[src/rtl/pgl_pkg.sv]
// Types and codes shared by the palette gradient lookup block.
// Depends on nothing; imported by the interfaces, the datapath and the checker.
package pgl_pkg;

    // What one request beat asks for.
    typedef enum logic [0:0] {
        CMD_LOOKUP = 1'b0,
        CMD_WRITE  = 1'b1
    } pgl_cmd_t;

    // One palette colour, also the payload of one result beat.
    typedef struct packed {
        logic [7:0] red;
        logic [7:0] green;
        logic [7:0] blue;
    } pgl_rgb_t;

    // Width of the colour index and of one channel.
    localparam int unsigned IndexW   = 17;
    localparam int unsigned ChannelW = 8;
    localparam int unsigned SegRows  = 256;

endpackage

[src/rtl/pgl_blend.sv]
// Linear blend of one colour channel between two neighbouring palette entries.
// Depends on pgl_pkg for the channel width.
module pgl_blend (
    input  logic [7:0] lo,
    input  logic [7:0] hi,
    input  logic [7:0] frac,
    output logic [7:0] value
);
    import pgl_pkg::*;

    logic [8:0]  lo_weight;
    logic [16:0] lo_part;
    logic [16:0] hi_part;
    logic [16:0] sum;

    // The weights add up to 256, so the sum never exceeds 255 * 256.
    always_comb
    begin
        lo_weight = 9'd256 - {1'b0, frac};
        lo_part   = 17'(lo) * 17'(lo_weight);
        hi_part   = 17'(hi) * 17'(frac);
        sum       = lo_part + hi_part;
        value     = sum[2*ChannelW-1:ChannelW];
    end
endmodule

[config.mk]
export PLATFORM = sky130hd
export DESIGN_NAME = pgl_blend
export DESIGN_NICKNAME = d
export VERILOG_FILES = /design/src/rtl/pgl_pkg.sv /design/src/rtl/pgl_blend.sv
export SDC_FILE = /design/constraint.sdc
export NUM_CORES = 1
export LEC_CHECK = 0
export BUFFER_PORTS_ARGS = -buffer_cell sky130_fd_sc_hd__buf_2
export CAP_MARGIN = 10
export CORE_ASPECT_RATIO = 0.8
export CORE_MARGIN = 2
export CORE_UTILIZATION = 50
export DETAILED_ROUTE_END_ITERATION = 16
export PLACE_DENSITY = 0.66
export SLEW_MARGIN = 20
export SYNTH_ARGS = -nofsm -noshare
export SYNTH_HDL_FRONTEND = slang
export SYNTH_SLANG_ARGS = --single-unit
export TNS_END_PERCENT = 10
[constraint.sdc]
create_clock -name vclk -period 27.8
set_input_delay 5.56 -clock vclk [all_inputs]
set_output_delay 5.56 -clock vclk [all_outputs]
set_load 0.005 [all_outputs]
==> metrics, run 1 <==
CP top delay family=adder cells; post-synth cell types=27; 1st-iter DRT viols=202; YS warnings=0; final instance area=4691 um2; Layout Cells excl Fill=628; remaining antenna violation count=0; n_diodes=0; max-slew violations=0; gpl congestion=0.8713; Setup TNS=0 ns; Vias=3061; crit-path cells=buf_2 -> inv_1 -> ha_1 -> nand3_1 -> xor2_1 -> nand2_1 -> fa_1 -> fa_1 -> inv_1 -> fa_1 -> fa_1 -> fa_1 -> fa_1 -> ha_1 -> a2111oi_4 -> nand2_2 -> o311ai_4 -> o31ai_2 -> a21oi_2 -> xnor2_1 -> buf_2; WP data required=22.24 ns; die area=9622 um2; Hold Vio Cnt, Final=0; sequential cell area=0 um2; sequential element share of the synthesized area=0; most frequent cells in the layout=inv_1 (134), fa_1 (100), and2_1 (75); hpwl dp=8232 um; CTS Hold Bufs=0; fmax=57.49 MHz; fin crit period=17.40 ns; end of the critical path=value[7]; pre-CTS WS=10.36 ns; post-CTS setup buffer count=0; CP Class=input port to output pin; first-pass GRT wire length=16760 um; CP Max Fanout=17; Routed WL per cell=14.96 um; FFs & Latches=0; post-cts resize count=0; Max-slew headroom=0.4301; commonest non-fill, non-tap cell in the layout=inv_1; GRT overflow=0; placed insts=628; cell row count=30; syn avg cell area=8.974 um2; IO Port Bufs=32; outcome=complete, no violations; WP data arrival=11.84 ns; final WL=9396 um; Area Overhead vs Synth=6.024%; IO Pins=32; initial antenna violation count=0; clock buf count=0; RSZ-0062 raised after global routing=no; slowest cell delay on critical path=0.61 ns; Crit. End Element=output pin; CP Launch Type=input port; period utilization=0.6257; Initial Utilization=0.5192; Area after DPL=4691 um2; core footprint=8521 um2; die height=88.14 um; Crit path buffers/inverters=4; final setup margin=10.40 ns; cell repeated most along the worst path=fa_1; die width=109.2 um; Post-Synthesis Net Count=678; Fill cells=793; synthesized cell area=4424 um2; share of cells above drive strength 1=0.08140; Final setup viols=0; Worst Setup SP=frac[0]; Hold WC Path Type=input port to output pin; largest net degree at the start of global routing=18; residual DRC count=0; maxcap violations=0; Total Routing Usage GR=0.2274; CP max-delay cell=xor2_1; Via density=4.874; worst slew pin tran=0.8488 ns; Initial DRT Pass Iterations=4; Nets=703; Crit. path cell count=21; Cells after Synth=493; number of global-route vias before repair=3253
-- tightest hold or removal path: stages --
cell     delay, ns
buf_2         0.16
nand2_1       0.09
xnor2_1       0.11
xnor2_1       0.13
buf_2         0.12
-- per-layer routing --
| layer | vias up | track usage | wire, um |
|---|---|---|---|
| met5 | - | 0 | 0 |
| met4 | 0 | 0.004603 | 0 |
| met3 | 0 | 0.01935 | 472 |
| met2 | 52 | 0.3540 | 4027 |
| met1 | 1529 | 0.3667 | 4896 |
| li1 | 1480 | - | - |
-- logic make-up after synthesis --
kind of cell | share of synthesized area
adder cells (fa/ha/maj) | 0.6250
buffers and inverters | 0.1213
XOR/XNOR | 0.04157
AND/OR/NAND/NOR | 0.1782
AO/OA/AOI/OAI | 0.03394
-- layout make-up --
cell class	instances	area (um2)	area share
inverter	134	503.0	0.1072
tap	112	140.1	0.02987
timing repair buffer	32	160.2	0.03414
multi-input combinational	350	3887	0.8288
-- worst min-delay path by stage --
stage	from	endpoint	cells past startpoint
2_1_floorplan	frac[6]	value[7]	4
3_3_place_gp	lo[7]	value[7]	5
3_5_place_dp	lo[7]	value[7]	5
4_1_cts	lo[7]	value[7]	5
5_1_grt	lo[7]	value[7]	5
6_report	lo[7]	value[7]	5
-- through the flow --
step	hold slack, ns	util
floorplan	11.45	-
global placement	11.74	0.5505
detailed placement	11.72	0.5505
CTS	11.72	0.5505
global route	11.77	0.5505
finish	11.72	0.5505
-- cells in the mapped netlist --
cell | n | area (um2)
inv_1 | 134 | 503.0
fa_1 | 100 | 2002
and2_1 | 75 | 469.2
nand2_1 | 62 | 232.7
ha_1 | 61 | 763.2
xnor2_1 | 14 | 122.6
clkbuf_1 | 9 | 33.78
xor2_1 | 7 | 61.31
nor2_1 | 6 | 22.52
a21oi_1 | 3 | 15.01
a21oi_2 | 3 | 26.28
nand3_1 | 3 | 15.01
nand4_1 | 2 | 12.51
a2111oi_4 | 1 | 27.53
a21o_1 | 1 | 7.510
nand2_2 | 1 | 6.260
nand2b_2 | 1 | 8.760
nor3_1 | 1 | 5.000
nor3_2 | 1 | 10.01
nor4_1 | 1 | 6.260
o21a_1 | 1 | 7.510
o21ai_0 | 1 | 5.000
o21ai_2 | 1 | 8.760
o22ai_1 | 1 | 6.260
o311ai_4 | 1 | 26.28
o31ai_1 | 1 | 7.510
o31ai_2 | 1 | 12.51
Power of run 1 is not shown: default switching activity piles up to over one toggle a cycle in this logic, so the estimate is an artifact.
==> run 2: changes to the inputs <==
--- a/config.mk
+++ b/config.mk
@@ -5,6 +5,7 @@
 export SDC_FILE = /design/constraint.sdc
 export NUM_CORES = 1
 export LEC_CHECK = 0
+export ABC_AREA = 1
 export BUFFER_PORTS_ARGS = -buffer_cell sky130_fd_sc_hd__buf_2
 export CAP_MARGIN = 10
 export CORE_ASPECT_RATIO = 0.8
==> constraint.sdc (replaced) <==
create_clock -name vclk -period 16.06
set_input_delay 3.212 -clock vclk [all_inputs]
set_output_delay 3.212 -clock vclk [all_outputs]
set_load 0.005 [all_outputs]
==> metrics, run 2 <==
outcome=complete, no violations; final WL=10960 um; RSZ-0062 raised after global routing=no; Setup TNS=0 ns; residual DRC count=0; max-slew violations=0; hpwl dp=10080 um; Max-slew headroom=0.6782; syn avg cell area=7.184 um2; Area after DPL=5165 um2; sequential cell area=0 um2; worst slew pin tran=0.4793 ns; IO Port Bufs=32; YS warnings=0; maxcap violations=0; Cells after Synth=689; WL met2=4975 um; initial antenna violation count=0; Via density=4.687; Post-Synthesis Net Count=874; core footprint=9649 um2; Final setup viols=0; WP data required=12.85 ns; Total Routing Usage GR=0.2334; die width=115.2 um; FFs & Latches=0; Routed WL per cell=13.14 um; Vias=3909; remaining antenna violation count=0; period utilization=0.7665; most frequent cell after synthesis=inv_1; Hold Crit Start=lo[7]; Worst Setup SP=frac[0]; fin crit period=12.31 ns; CP Max Fanout=17; first-pass GRT wire length=20170 um; post-CTS setup buffer count=0; Nets=885; CP max-delay cell=fa_1; most frequent cells in the layout=inv_1 (220), nand2_1 (179), fa_1 (100); post-synth cell types=31; cell row count=32; WP data arrival=9.10 ns; commonest non-fill, non-tap cell in the layout=inv_1; largest net degree at the start of global routing=18; share of cells above drive strength 1=0.08023; Crit. End Element=output pin; CTS Hold Bufs=0; fmax=81.23 MHz; n_diodes=0; Hold Vio Cnt, Final=0; cell repeated most along the worst path=fa_1; Area Overhead vs Synth=4.348%; Initial Utilization=0.5130; CP Class=input port to output pin; slowest cell delay on critical path=0.54 ns; sequential element share of the synthesized area=0; synthesized cell area=4950 um2; length of routed wiring on met1=5385 um; top routing layer used=met4; gpl congestion=0.8847; CP Launch Type=input port; 1st-iter DRT viols=202; IO Pins=32; final instance area=5165 um2; clock buf count=0; Post-synth top cells=inv_1 (220), nand2_1 (179), fa_1 (100); Synth area leaders=fa_1 (40%), inv_1 (17%), ha_1 (15%), nand2_1 (14%), nor2_1 (2.9%); share of the synthesized area in the top cell type=0.4044; number of global-route vias before repair=4172; Hold WC Path Type=input port to output pin; post-cts resize count=0; GRT overflow=0; die area=10720 um2; Initial DRT Pass Iterations=4; WL met3=556 um; die height=92.99 um; Synth area leader=fa_1
run 2: per-layer routing:
layer	vias to the layer above	global-route usage
li1	1943	-
met1	1877	0.3559
met2	83	0.3789
met3	6	0.02009
met4	0	0.01908
met5	-	0
run 2: worst max-delay path: cells and delay by family:
kind,cells,cell delay [ns]
buf+inv,8,0.73
compound gates,2,0.35
fa+ha+maj,8,3.60
simple gates,10,1.18
run 2: layout make-up:
cell class	count	area, um2
fill	960	4484
multi-input combinational	438	3973
inverter	228	862.1
tap	136	170.2
timing repair buffer	32	160.2
run 2: final timing paths:
check	slack, ns	cells after the start	endpoint
max	3.75	28	value[5]
min	7.07	6	value[7]
run 2: cell families after synthesis:
family / count (synthesis) / synth area share
xor gates and xnor gates: 6 / 0.01441
buffers and inverters: 251 / 0.1974
AOI/OAI and AO/OA: 20 / 0.02300
adders and majority gates: 161 / 0.5586
and+or+nand+nor: 251 / 0.2065
run 2: through the flow:
stage | instances | hold slack, ns | utilization | setup WS [ns]
floorplan | 689 | 6.840 | - | 4.429
global placement | 834 | 7.076 | 0.5353 | 3.876
detailed placement | 834 | 7.081 | 0.5353 | 3.760
CTS | 834 | 7.085 | 0.5353 | 3.737
global route | 834 | 7.139 | 0.5353 | 3.371
finish | 834 | 7.073 | 0.5353 | 3.750
Power of run 2 is left out for the same reason.
